**src/rtl/assert_macros.svh**
```systemverilog
// Assertion macros shared by the RTL.
`ifndef ASSERT_MACROS_SVH
`define ASSERT_MACROS_SVH

// Clocked property on aclk, held off while aresetn is low.
`define PAM_ASSERT(lbl, prop, msg) \
    lbl: assert property (@(posedge aclk) disable iff (!aresetn) prop) \
        else $error(msg);

// Same, but also checked during reset.
`define PAM_ASSERT_ALWAYS(lbl, prop, msg) \
    lbl: assert property (@(posedge aclk) prop) \
        else $error(msg);

`endif

```
**src/rtl/pam_pkg.sv**
```systemverilog
// Types, constants and arithmetic helpers for the polynomial core.
package pam_pkg;

    localparam int TERMS     = 32;
    localparam int IDX_W     = $clog2(TERMS);
    localparam int ACT_W     = 3;
    localparam int DEG_IN_W  = 5;
    localparam int DEG_OUT_W = 6;
    localparam int COEF_W    = 32;
    localparam int PROD_W    = 2 * COEF_W;
    localparam int RS_W      = PROD_W - 16;
    localparam int ACC_W     = RS_W + IDX_W;
    localparam int CNT_W     = $clog2(2 * TERMS + 1);
    localparam int S_DATA_W  = 40;
    localparam int M_DATA_W  = 40;

    localparam logic [ACT_W-1:0] ACT_CLEAR = 3'd0;
    localparam logic [ACT_W-1:0] ACT_ADD_A = 3'd1;
    localparam logic [ACT_W-1:0] ACT_ADD_B = 3'd2;
    localparam logic [ACT_W-1:0] ACT_SUM   = 3'd3;
    localparam logic [ACT_W-1:0] ACT_DIFF  = 3'd4;
    localparam logic [ACT_W-1:0] ACT_PROD  = 3'd5;

    localparam logic signed [PROD_W-1:0] COEF_MAX = 64'sd2147483647;
    localparam logic signed [PROD_W-1:0] COEF_MIN = -64'sd2147483648;
    localparam logic signed [PROD_W-1:0] HALF_LSB = 64'sd32768;

    typedef enum logic [1:0] {
        ST_IDLE,
        ST_RUN,
        ST_FLUSH
    } state_t;

    typedef struct packed {
        logic clr_store;
        logic clr_pipe;
        logic pipe_en;
        logic rot_a;
        logic rot_b;
        logic load_a;
        logic load_b;
    } cell_ctrl_t;

    typedef struct packed {
        logic                        vld;
        logic [DEG_OUT_W-1:0]        deg;
        logic signed [COEF_W-1:0]    coef;
    } term_t;

    typedef struct packed {
        logic out_free;
        logic pend_vld;
    } emit_stat_t;

    // clamp to signed 32 bits
    function automatic logic signed [COEF_W-1:0] sat_coef(input logic signed [PROD_W-1:0] v);
        logic signed [COEF_W-1:0] r;
        if (v > COEF_MAX) begin
            r = COEF_MAX[COEF_W-1:0];
        end else if (v < COEF_MIN) begin
            r = COEF_MIN[COEF_W-1:0];
        end else begin
            r = v[COEF_W-1:0];
        end
        return r;
    endfunction

    // Q32.32 -> Q16.16, round half up
    function automatic logic signed [RS_W-1:0] rescale(input logic signed [PROD_W-1:0] p);
        logic signed [PROD_W-1:0] r;
        r = (p + HALF_LSB) >>> 16;
        return r[RS_W-1:0];
    endfunction

endpackage

```
**src/rtl/pam_emit.sv**
```systemverilog
// Result staging: holds one nonzero term back to mark the last, plus the output register.
module pam_emit
    import pam_pkg::*;
(
    input  logic                aclk,
    input  logic                aresetn,
    input  term_t               cand,
    input  logic                take,
    input  logic                flush,
    input  logic                m_tready,
    output logic                m_tvalid,
    output logic [M_DATA_W-1:0] m_tdata,
    output logic                m_tlast,
    output logic [0:0]          m_tuser,
    output emit_stat_t          stat
);

    logic                     pend_vld_reg, pend_vld_next;
    logic [DEG_OUT_W-1:0]     pend_deg_reg, pend_deg_next;
    logic signed [COEF_W-1:0] pend_coef_reg, pend_coef_next;
    logic                     tvalid_reg, tvalid_next;
    logic [DEG_OUT_W-1:0]     odeg_reg, odeg_next;
    logic signed [COEF_W-1:0] ocoef_reg, ocoef_next;
    logic                     olast_reg, olast_next;
    logic                     ozero_reg, ozero_next;
    logic                     out_free;
    logic                     nz;

    assign out_free = !tvalid_reg || m_tready;
    assign nz       = cand.vld && (cand.coef != '0);

    always_comb begin
        pend_vld_next  = pend_vld_reg;
        pend_deg_next  = pend_deg_reg;
        pend_coef_next = pend_coef_reg;
        tvalid_next    = tvalid_reg;
        odeg_next      = odeg_reg;
        ocoef_next     = ocoef_reg;
        olast_next     = olast_reg;
        ozero_next     = ozero_reg;
        if (out_free) begin
            tvalid_next = 1'b0;
        end
        if (take && nz) begin
            if (pend_vld_reg) begin
                tvalid_next = 1'b1;
                odeg_next   = pend_deg_reg;
                ocoef_next  = pend_coef_reg;
                olast_next  = 1'b0;
                ozero_next  = 1'b0;
            end
            pend_vld_next  = 1'b1;
            pend_deg_next  = cand.deg;
            pend_coef_next = cand.coef;
        end
        if (flush) begin
            tvalid_next   = 1'b1;
            olast_next    = 1'b1;
            pend_vld_next = 1'b0;
            if (pend_vld_reg) begin
                odeg_next  = pend_deg_reg;
                ocoef_next = pend_coef_reg;
                ozero_next = 1'b0;
            end else begin
                odeg_next  = '0;
                ocoef_next = '0;
                ozero_next = 1'b1;
            end
        end
    end

    always_ff @(posedge aclk) begin
        if (!aresetn) begin
            pend_vld_reg <= 1'b0;
            tvalid_reg   <= 1'b0;
        end else begin
            pend_vld_reg <= pend_vld_next;
            tvalid_reg   <= tvalid_next;
        end
        pend_deg_reg  <= pend_deg_next;
        pend_coef_reg <= pend_coef_next;
        odeg_reg      <= odeg_next;
        ocoef_reg     <= ocoef_next;
        olast_reg     <= olast_next;
        ozero_reg     <= ozero_next;
    end

    assign m_tvalid      = tvalid_reg;
    assign m_tdata       = {(M_DATA_W - COEF_W - DEG_OUT_W)'(0), ocoef_reg, odeg_reg};
    assign m_tlast       = olast_reg;
    assign m_tuser       = ozero_reg;
    assign stat.out_free = out_free;
    assign stat.pend_vld = pend_vld_reg;

endmodule

```
**config.mk**
```make
export PLATFORM = sky130hd
export DESIGN_NAME = pam_emit
export DESIGN_NICKNAME = d
export VERILOG_FILES = /design/src/rtl/assert_macros.svh /design/src/rtl/pam_pkg.sv /design/src/rtl/pam_emit.sv
export SDC_FILE = /design/constraint.sdc
export NUM_CORES = 1
export LEC_CHECK = 0
export ABC_AREA = 1
export BUFFER_PORTS_ARGS = -buffer_cell sky130_fd_sc_hd__buf_4
export CORE_ASPECT_RATIO = 0.8
export CORE_MARGIN = 10
export CORE_UTILIZATION = 50
export DETAILED_ROUTE_END_ITERATION = 8
export PLACE_DENSITY = 0.78
export SLEW_MARGIN = 40
export SYNTH_ARGS = -nofsm -noshare
export SYNTH_HDL_FRONTEND = slang
export SYNTH_SLANG_ARGS = --single-unit
```
**constraint.sdc**
```tcl
create_clock -name aclk -period 3.8 [get_ports aclk]
set_input_delay 0.38 -clock aclk [delete_from_list [all_inputs] [get_ports aclk]]
set_output_delay 0.38 -clock aclk [all_outputs]
set_load 0.02 [all_outputs]
```
==> run_results.csv <==
group,metric,value,unit
die,io_pins,89,
sta,clock_skew,4.254,ps
sta,fin_crit_sh,46.54,%
die,start_util,51.01,%
global_route,grt_overflow_total,0,
yosys,synth_seq_area_share,79.93,%
sta,rsz0062_at_grt,"false",
flow_run,drv_cap,0,
clock_network,cts_tree,"yes",
setup_path,crit_chain,"buf_4 -> inv_1 -> nand2_1 -> nor2_1 -> nand2_1 -> nor2_1 -> nand2_1 -> nand2_1 -> clkinv_2",
die,die_x,106.1,um
routing,final_antenna_net_count,0,
clock_network,cts_root_buffer,"clkbuf_8",
placed_design,dpl_cell_area,0.003676,mm2
routing,dr_total_vias,1740,
clock_network,cts_setup_buffers,0,
placed_design,routabilityCongestion,0.7085,
yosys,synth.avg_cell_area,13.02,um2
finish,fillCellCount,438,
routing,drt-initial-drc-count,59,
yosys,synth_seq_cells,80,
routing,routed_wl,5.539,mm
yosys,syn_inst,228,
setup_path,cp_num_buf_inv,3,
yosys,synth_warnings,0,
sta,slew_violations,0,
clock_network,clockBufferDepth,2,
clock_network,numCtsBuffers,9,
setup_path,required,3690,ps
sta,setup_viol,0,
global_route,grt_max_degree,40,
routing,vias_per_cell,4.307,
die,core_area,0.005818,mm2
setup_path,crit_path_top_delay_cell,"clkinv_2",
clock_network,cts_resized,0,
finish,nets,363,
setup_path,path_max_fanout,39,
placed_design,pre_cts_slack,1650,ps
setup_path,cpMostUsedCell,"nand2_1",
power,power_leakage,0.001802,uW
global_route,grt_pass1_wl,8.535,mm
setup_path,startpoint_type,"primary input",
yosys,ys_types,13,
sta,fmax,0.5654,GHz
power,pwr_density_cell,513.9,mW/mm2
placed_design,io_buffers,86,
sta,period_minus_slack,1769,ps
min_path,min-delay-path-class,"primary input to flop",
setup_path,max_stage_delay,500,ps
clock_network,clock-sinks,80,
placed_design,hpwlAfterDp,4.110,mm
setup_path,cp.arrival,1660,ps
sta,worstMarginPinSlew,640.3,ps
die,die_h,88.91,um
min_path,worstHoldStart,"cand[35]",
sta,fin_setup_tns,0,ps
clock_network,cts.reportedPaths.clkPinSlew,80,ps
clock_network,h-tree-depth,3,
setup_path,crit_type,"primary input to flop",
sta,slew_headroom,57.27,%
finish,finalInstanceArea,0.003939,mm2
setup_path,reg2reg_from,"pend_vld_reg",
global_route,grt_use_total,12.18,%
routing,drc,0,
sta,finalHoldViolCount,0,
routing,wl_per_cell,13.71,um
run_status,status,"completed",
yosys,synth.cell_area,0.002968,mm2
die,rows,25,
global_route,antenna_found_initial,0,
die,die_area,0.009436,mm2
setup_path,cp-startpoint,"cand[0]",
finish,syn2layout_area_growth,32.72,%
clock_network,hold_buffers,0,
sta,timing.final.ws_setup,2031,ps
setup_path,crit_path_end_kind,"flop",
global_route,first_global_vias,1849,
finish,diodes,0,
power,ir_drop,0.0004312,V
setup_path,path_delay_family,"buffers and inverters",
clock_network,clk_latency,340,ps
routing,first_pass_iters,4,
finish,drive_gt1_share,32.82,%
## cells in the final DEF, fill, tap and decap left out
cell type and instances:
buf_4 87, edfxtp_1 77, inv_1 58, nor2_1 54, nand2_1 19, clkbuf_8 9, bufinv_16 4, dfxtp_1 3
and2_1 2, clkinv_2 2, conb_1 2, nand4_1 1, nor2_2 1, nand3_2 1, nand2_4 1, nand3_1 1
clkinvlp_4 1
## cell families (layout without fill, tap and decap cells)
kind of cell / count (synthesis) / count (layout) / synth area share (%)
other: 1 / 2 / 0.1264
DFF: 80 / 80 / 79.93
and+or+nand+nor: 80 / 80 / 10.62
buffers and inverters: 67 / 161 / 9.317
## layout make-up
class                           instances  area [um2]  share of cell area (%)
Sequential cell                        80        2372                   60.23
Timing Repair Buffer                   87       653.1                   16.58
Multi-Input combinational cell         82       332.8                   8.450
Inverter                               59       222.7                   5.654
Clock inverter                          6       132.6                   3.367
Clock buffer                            9       123.9                   3.145
Tap cell                               81       101.3                   2.573
## worst paths after layout
path | end | slack (ps) | cells past startpoint
worst max-delay path | pend_coef_reg[7] | 2030 | 9
worst min-delay path | pend_deg_reg[3] | 210 | 1
worst max register to register | odeg_reg[0] | 2480 | 2
worst min register to register | m_tlast | 470 | 2
## synth_stat cells
cell	n	area, um2
edfxtp_1	77	2312
and2_1	2	12.51
dfxtp_1	3	60.06
nor2_1	55	206.5
inv_2	1	3.750
nand3_2	1	10.01
inv_1	58	217.7
nand3_1	1	5.000
buf_2	2	10.01
buf_4	6	45.04
nand2_1	20	75.07
conb_1	1	3.750
nand4_1	1	6.260
## per-layer routing
layer | GRT usage [%] | wire length, um | vias to the layer above
met1 | 11.33 | 2094 | 781
met4 | 6.012 | 132 | 0
met5 | 0 | 0 | -
li1 | - | - | 884
met2 | 21.97 | 2892 | 60
met3 | 6.196 | 421 | 15
## per-stage QoR
stage               total power (uW)  hold slack (ps)  std cells  util, %
detailed placement              1266            445.9        389    63.18
floorplan                       1165            477.6        229        -
global placement                1258            445.9        389    63.18
CTS                             2045            187.6        404    67.59
global route                    2108            181.0        404    67.70
finish                          2024            209.8        404    67.70
## report_power, final
group          switching (uW)  total (uW)  internal, uW  leakage [uW]
logic                     110         191          80.8      0.000900
registers                15.9        1050          1040      0.000777
clock network             285         782           498      0.000125
total                     410        2020          1610       0.00180
(Power assumes the default switching activity.)
