[src/rtl/assert_macros.svh]
// Assertion macros shared by the RTL.
`ifndef ASSERT_MACROS_SVH
`define ASSERT_MACROS_SVH

// Clocked property on aclk, held off while aresetn is low.
`define PAM_ASSERT(lbl, prop, msg) \
    lbl: assert property (@(posedge aclk) disable iff (!aresetn) prop) \
        else $error(msg);

// Same, but also checked during reset.
`define PAM_ASSERT_ALWAYS(lbl, prop, msg) \
    lbl: assert property (@(posedge aclk) prop) \
        else $error(msg);

`endif

[src/rtl/pam_pkg.sv]
// Types, constants and arithmetic helpers for the polynomial core.
package pam_pkg;

    localparam int TERMS     = 32;
    localparam int IDX_W     = $clog2(TERMS);
    localparam int ACT_W     = 3;
    localparam int DEG_IN_W  = 5;
    localparam int DEG_OUT_W = 6;
    localparam int COEF_W    = 32;
    localparam int PROD_W    = 2 * COEF_W;
    localparam int RS_W      = PROD_W - 16;
    localparam int ACC_W     = RS_W + IDX_W;
    localparam int CNT_W     = $clog2(2 * TERMS + 1);
    localparam int S_DATA_W  = 40;
    localparam int M_DATA_W  = 40;

    localparam logic [ACT_W-1:0] ACT_CLEAR = 3'd0;
    localparam logic [ACT_W-1:0] ACT_ADD_A = 3'd1;
    localparam logic [ACT_W-1:0] ACT_ADD_B = 3'd2;
    localparam logic [ACT_W-1:0] ACT_SUM   = 3'd3;
    localparam logic [ACT_W-1:0] ACT_DIFF  = 3'd4;
    localparam logic [ACT_W-1:0] ACT_PROD  = 3'd5;

    localparam logic signed [PROD_W-1:0] COEF_MAX = 64'sd2147483647;
    localparam logic signed [PROD_W-1:0] COEF_MIN = -64'sd2147483648;
    localparam logic signed [PROD_W-1:0] HALF_LSB = 64'sd32768;

    typedef enum logic [1:0] {
        ST_IDLE,
        ST_RUN,
        ST_FLUSH
    } state_t;

    typedef struct packed {
        logic clr_store;
        logic clr_pipe;
        logic pipe_en;
        logic rot_a;
        logic rot_b;
        logic load_a;
        logic load_b;
    } cell_ctrl_t;

    typedef struct packed {
        logic                        vld;
        logic [DEG_OUT_W-1:0]        deg;
        logic signed [COEF_W-1:0]    coef;
    } term_t;

    typedef struct packed {
        logic out_free;
        logic pend_vld;
    } emit_stat_t;

    // clamp to signed 32 bits
    function automatic logic signed [COEF_W-1:0] sat_coef(input logic signed [PROD_W-1:0] v);
        logic signed [COEF_W-1:0] r;
        if (v > COEF_MAX) begin
            r = COEF_MAX[COEF_W-1:0];
        end else if (v < COEF_MIN) begin
            r = COEF_MIN[COEF_W-1:0];
        end else begin
            r = v[COEF_W-1:0];
        end
        return r;
    endfunction

    // Q32.32 -> Q16.16, round half up
    function automatic logic signed [RS_W-1:0] rescale(input logic signed [PROD_W-1:0] p);
        logic signed [PROD_W-1:0] r;
        r = (p + HALF_LSB) >>> 16;
        return r[RS_W-1:0];
    endfunction

endpackage

[src/rtl/pam_cell.sv]
// One coefficient cell: A and B entries, one partial product, one accumulator stage.
module pam_cell
    import pam_pkg::*;
(
    input  logic                     aclk,
    input  logic                     aresetn,
    input  logic [DEG_IN_W-1:0]      cell_idx,
    input  cell_ctrl_t               ctrl,
    input  logic [DEG_IN_W-1:0]      load_deg,
    input  logic signed [COEF_W-1:0] load_coef,
    input  logic signed [COEF_W-1:0] a_prev,
    input  logic signed [COEF_W-1:0] b_prev,
    input  logic signed [COEF_W-1:0] x_in,
    input  logic signed [ACC_W-1:0]  acc_prev,
    output logic signed [COEF_W-1:0] a_q,
    output logic signed [COEF_W-1:0] b_q,
    output logic signed [ACC_W-1:0]  acc_q
);

    logic signed [COEF_W-1:0] a_reg, a_next;
    logic signed [COEF_W-1:0] b_reg, b_next;
    logic signed [PROD_W-1:0] prod_reg, prod_next;
    logic signed [ACC_W-1:0]  acc_reg, acc_next;
    logic                     hit;

    assign hit = (load_deg == cell_idx);

    always_comb begin
        a_next    = a_reg;
        b_next    = b_reg;
        prod_next = prod_reg;
        acc_next  = acc_reg;
        if (ctrl.clr_store) begin
            a_next = '0;
            b_next = '0;
        end else begin
            if (ctrl.load_a && hit) begin
                a_next = sat_coef(PROD_W'(a_reg) + PROD_W'(load_coef));
            end else if (ctrl.rot_a) begin
                a_next = a_prev;
            end
            if (ctrl.load_b && hit) begin
                b_next = sat_coef(PROD_W'(b_reg) + PROD_W'(load_coef));
            end else if (ctrl.rot_b) begin
                b_next = b_prev;
            end
        end
        if (ctrl.clr_pipe) begin
            prod_next = '0;
            acc_next  = '0;
        end else if (ctrl.pipe_en) begin
            prod_next = PROD_W'(a_reg) * PROD_W'(x_in);
            acc_next  = acc_prev + ACC_W'(rescale(prod_reg));
        end
    end

    always_ff @(posedge aclk) begin
        if (!aresetn) begin
            a_reg    <= '0;
            b_reg    <= '0;
            prod_reg <= '0;
            acc_reg  <= '0;
        end else begin
            a_reg    <= a_next;
            b_reg    <= b_next;
            prod_reg <= prod_next;
            acc_reg  <= acc_next;
        end
    end

    assign a_q   = a_reg;
    assign b_q   = b_reg;
    assign acc_q = acc_reg;

endmodule

[config.mk]
export PLATFORM = sky130hd
export DESIGN_NAME = pam_cell
export DESIGN_NICKNAME = d
export VERILOG_FILES = /design/src/rtl/assert_macros.svh /design/src/rtl/pam_pkg.sv /design/src/rtl/pam_cell.sv
export SDC_FILE = /design/constraint.sdc
export NUM_CORES = 2
export LEC_CHECK = 0
export BUFFER_PORTS_ARGS = -buffer_cell sky130_fd_sc_hd__buf_2
export CORE_ASPECT_RATIO = 1.4
export CORE_MARGIN = 2
export CORE_UTILIZATION = 55
export DETAILED_ROUTE_END_ITERATION = 8
export GPL_ROUTABILITY_DRIVEN = 0
export GPL_TIMING_DRIVEN = 0
export MAX_ROUTING_LAYER = met4
export PLACE_DENSITY = 0.7
export SYNTH_ARGS = -nofsm -noshare
export SYNTH_HDL_FRONTEND = slang
export SYNTH_SLANG_ARGS = --single-unit
[constraint.sdc]
create_clock -name aclk -period 12.25 [get_ports aclk]
set_input_delay 1.225 -clock aclk [delete_from_list [all_inputs] [get_ports aclk]]
set_output_delay 1.225 -clock aclk [all_outputs]
set_load 0.01 [all_outputs]
==> summary.txt <==
Clocking
  • Post-CTS Setup Repair Bufs: 0
  • TritonCTS clock tree: done
  • Hold_buf cts: 0
  • CTS clk-pin slew, worst paths: 0.11 ns
  • Post-CTS resize count: 0
  • Clock sink count: 166
  • Clk_lat worst skew: 0.56 ns
  • CTS Buffer Depth: 2
  • Root buffer cell: clkbuf_16
  • CTS Buf Count: 17
  • H-tree levels: 4

Synth
  • Netlist cell types: 86
  • Post-Syn Area per Cell: 9.00 um^2
  • Cell area after synthesis: 0.0488 mm^2
  • Seq/Total Area, Yosys: 6.81%
  • Post-synth EDFFs: 0
  • Yosys reg bits: 166
  • Async set-or-reset flop fraction in the synthesized netlist: 0%
  • Post-synth top area share: 44.5%
  • Most frequent cell after synthesis: fa_1
  • Main area contributors after synthesis: fa_1, inv_1, ha_1
  • Synth warnings: 0
  • Top FF cell, synth: dfxtp_1
  • Yosys top cell by area: fa_1
  • Post-synth net total: 7005
  • Synth cell count leaders: fa_1, inv_1, nand2_1, and2_1, ha_1
  • Mapped Cells: 5424

Drt
  • Total number of vias: 41400
  • Routed Antenna Nets: 0
  • Drt first pass iters: 6
  • Post-DR vias/cell: 5.92
  • Drc violations: 0
  • Initial DRC count: 3808
  • WL per Instance: 25.9 um
  • Post-Route WL: 181000 um

Finish
  • Syn-to-layout area delta: 7.73%
  • Max reg flops: 53
  • Final Non-Filler Cells: 6985
  • Share of cells above drive strength 1: 7.11%
  • Layout net count: 7337
  • Final core occ: 59.6%
  • Fillers: 7935

Global route
  • Initial antenna violation count: 32
  • Largest net degree at the start of global routing: 22
  • GRT Util Overall: 41.7%
  • First-pass GRT wire length: 267000 um
  • Via count of the first global-routing pass: 43800
  • Overflow after GRT: 0

Pwr
  • Max rail drop VDD: 0.217 mV
  • Switching Share: 55.8%
  • Sequential Power Share: 8.9%
  • Clock Power Share: 8.3%
  • Internal Power: 3.33 mW
  • Pwr per Cell Area: 143 mW/mm^2
  • Comb power frac: 82.9%
  • Psw: 4.20 mW
  • Static Leak: 26.1 nW

STA
  • Final setup fails: 0
  • Clock skew: 0.0356 ns
  • Slew Limit Fails: 0
  • Slew @ Worst Pin: 1.48 ns
  • Total negative slack: 0 ns
  • Final period util: 84.2%
  • Final min period: 10.32 ns
  • Final hold violations: 0
  • Max Clk Rate: 96.9 MHz
  • RSZ-0062 raised after global routing: no
  • Slew headroom: 1.51%
  • Final setup margin: 1.93 ns
  • Hold WS: 0.464 ns

Placement
  • Post-detail-place hpwl: 147000 um
  • Placed cell count: 6916
  • Pre-CTS setup slack: 1.66 ns
  • # port buffers: 313

Setup path
  • CP top delay family: adder cells
  • Req. time, crit path: 12.68 ns
  • Crit path kind: reg -> reg
  • Slowest cell on crit path: fa_1
  • Crit-path max FO: 11
  • Slowest stage delay, CP: 1.08 ns
  • Crit end category: flip-flop
  • Critical path arrival: 10.75 ns
  • WP buf/inv: 8
  • Element type at the critical path start: flip-flop
  • Most used cell along the critical path: fa_1

Die
  • Full die area: 0.0911 mm^2
  • DIE HEIGHT: 356 um
  • Die X: 256 um
  • FP Rows: 129
  • Initial core utilization: 55.4%
  • Ports: 317
  • Core area: 0.0881 mm^2

Worst hold path
  • Min-Delay Path Class: reg -> reg

Flow run
  • Maxcap violations: 0

Run status
  • Status: completed
worst paths after layout:
check / from / end / slack [ns] / depth (start not counted)
worst min register to register: acc_q[44]$_SDFFE_PP0P_ / acc_q[44]$_SDFFE_PP0P_ / 0.46 / 2
worst min-delay path: acc_q[44]$_SDFFE_PP0P_ / acc_q[44]$_SDFFE_PP0P_ / 0.46 / 2
worst max-delay path: a_q[31]$_SDFFE_PP0P_ / prod_reg[62]$_SDFFE_PP0P_ / 1.93 / 29
worst max register to register: a_q[31]$_SDFFE_PP0P_ / prod_reg[62]$_SDFFE_PP0P_ / 1.93 / 29
area by class of cell:
cell class | count | area (um^2) | area share (%)
multi-input cells | 3972 | 40600 | 77.2
inverters | 1014 | 3810 | 7.24
flip-flops and latches | 166 | 3320 | 6.32
repair buffers | 313 | 1570 | 2.98
well taps | 1179 | 1480 | 2.81
plain buffers | 272 | 1060 | 2.02
clock buffers | 17 | 425 | 0.809
clock inverters | 15 | 210 | 0.400
diodes | 37 | 92.6 | 0.176
stage by stage:
stage	power, mW	cell area [um^2]
4_1_cts	7.37	52500
2_1_floorplan	4.89	48800
6_report	7.53	52600
3_3_place_gp	6.62	51800
3_5_place_dp	6.72	51800
5_1_grt	8.12	52500
cell families after synthesis:
kind of cell | synth area share, %
buffers and inverters | 9.98
DFF | 6.81
AOI/OAI and AO/OA | 8.99
muxes | 2.11
xor gates and xnor gates | 3.92
adders and majority gates | 52.1
and+or+nand+nor | 16.1
power groups by stage:
stage / combinational [mW] / sequential, mW / clock, mW
after floorplan: 4.22 / 0.667 / 0
after global placement: 5.94 / 0.675 / 0
after detailed placement: 6.05 / 0.677 / 0
after CTS: 6.08 / 0.665 / 0.623
after global routing: 6.81 / 0.674 / 0.639
final: 6.24 / 0.668 / 0.622
placed cells by master (no fill, tap or decap), drive strengths merged, types with 24 or more instances in the layout:
cell type	n
nor2	209
a21o	71
o21ai	118
diode	37
mux2i	97
nor3	27
xor2	74
nand3	46
clkbuf	268
and2	519
inv	1023
nand2	692
xnor2	140
dfxtp	166
a211oi	34
ha	297
nand4	29
fa	1084
buf	334
o21a	24
a221oi	57
o21bai	36
a21oi	198
per-layer routing:
| metal | track usage, % | routed length [um] | vias to the layer above |
|---|---|---|---|
| met5 | - | 0 | - |
| met1 | 43.5 | 58100 | 20400 |
| met3 | 13.5 | 21200 | 945 |
| li1 | - | - | 17400 |
| met4 | 32.9 | 18800 | 0 |
| met2 | 65.4 | 82700 | 2601 |
tightest hold or removal path: stages (launching register included):
cell     delay (ns)
dfxtp_1        0.33
nand2_1        0.05
o21ai_1        0.05
(Power assumes the default switching activity.)
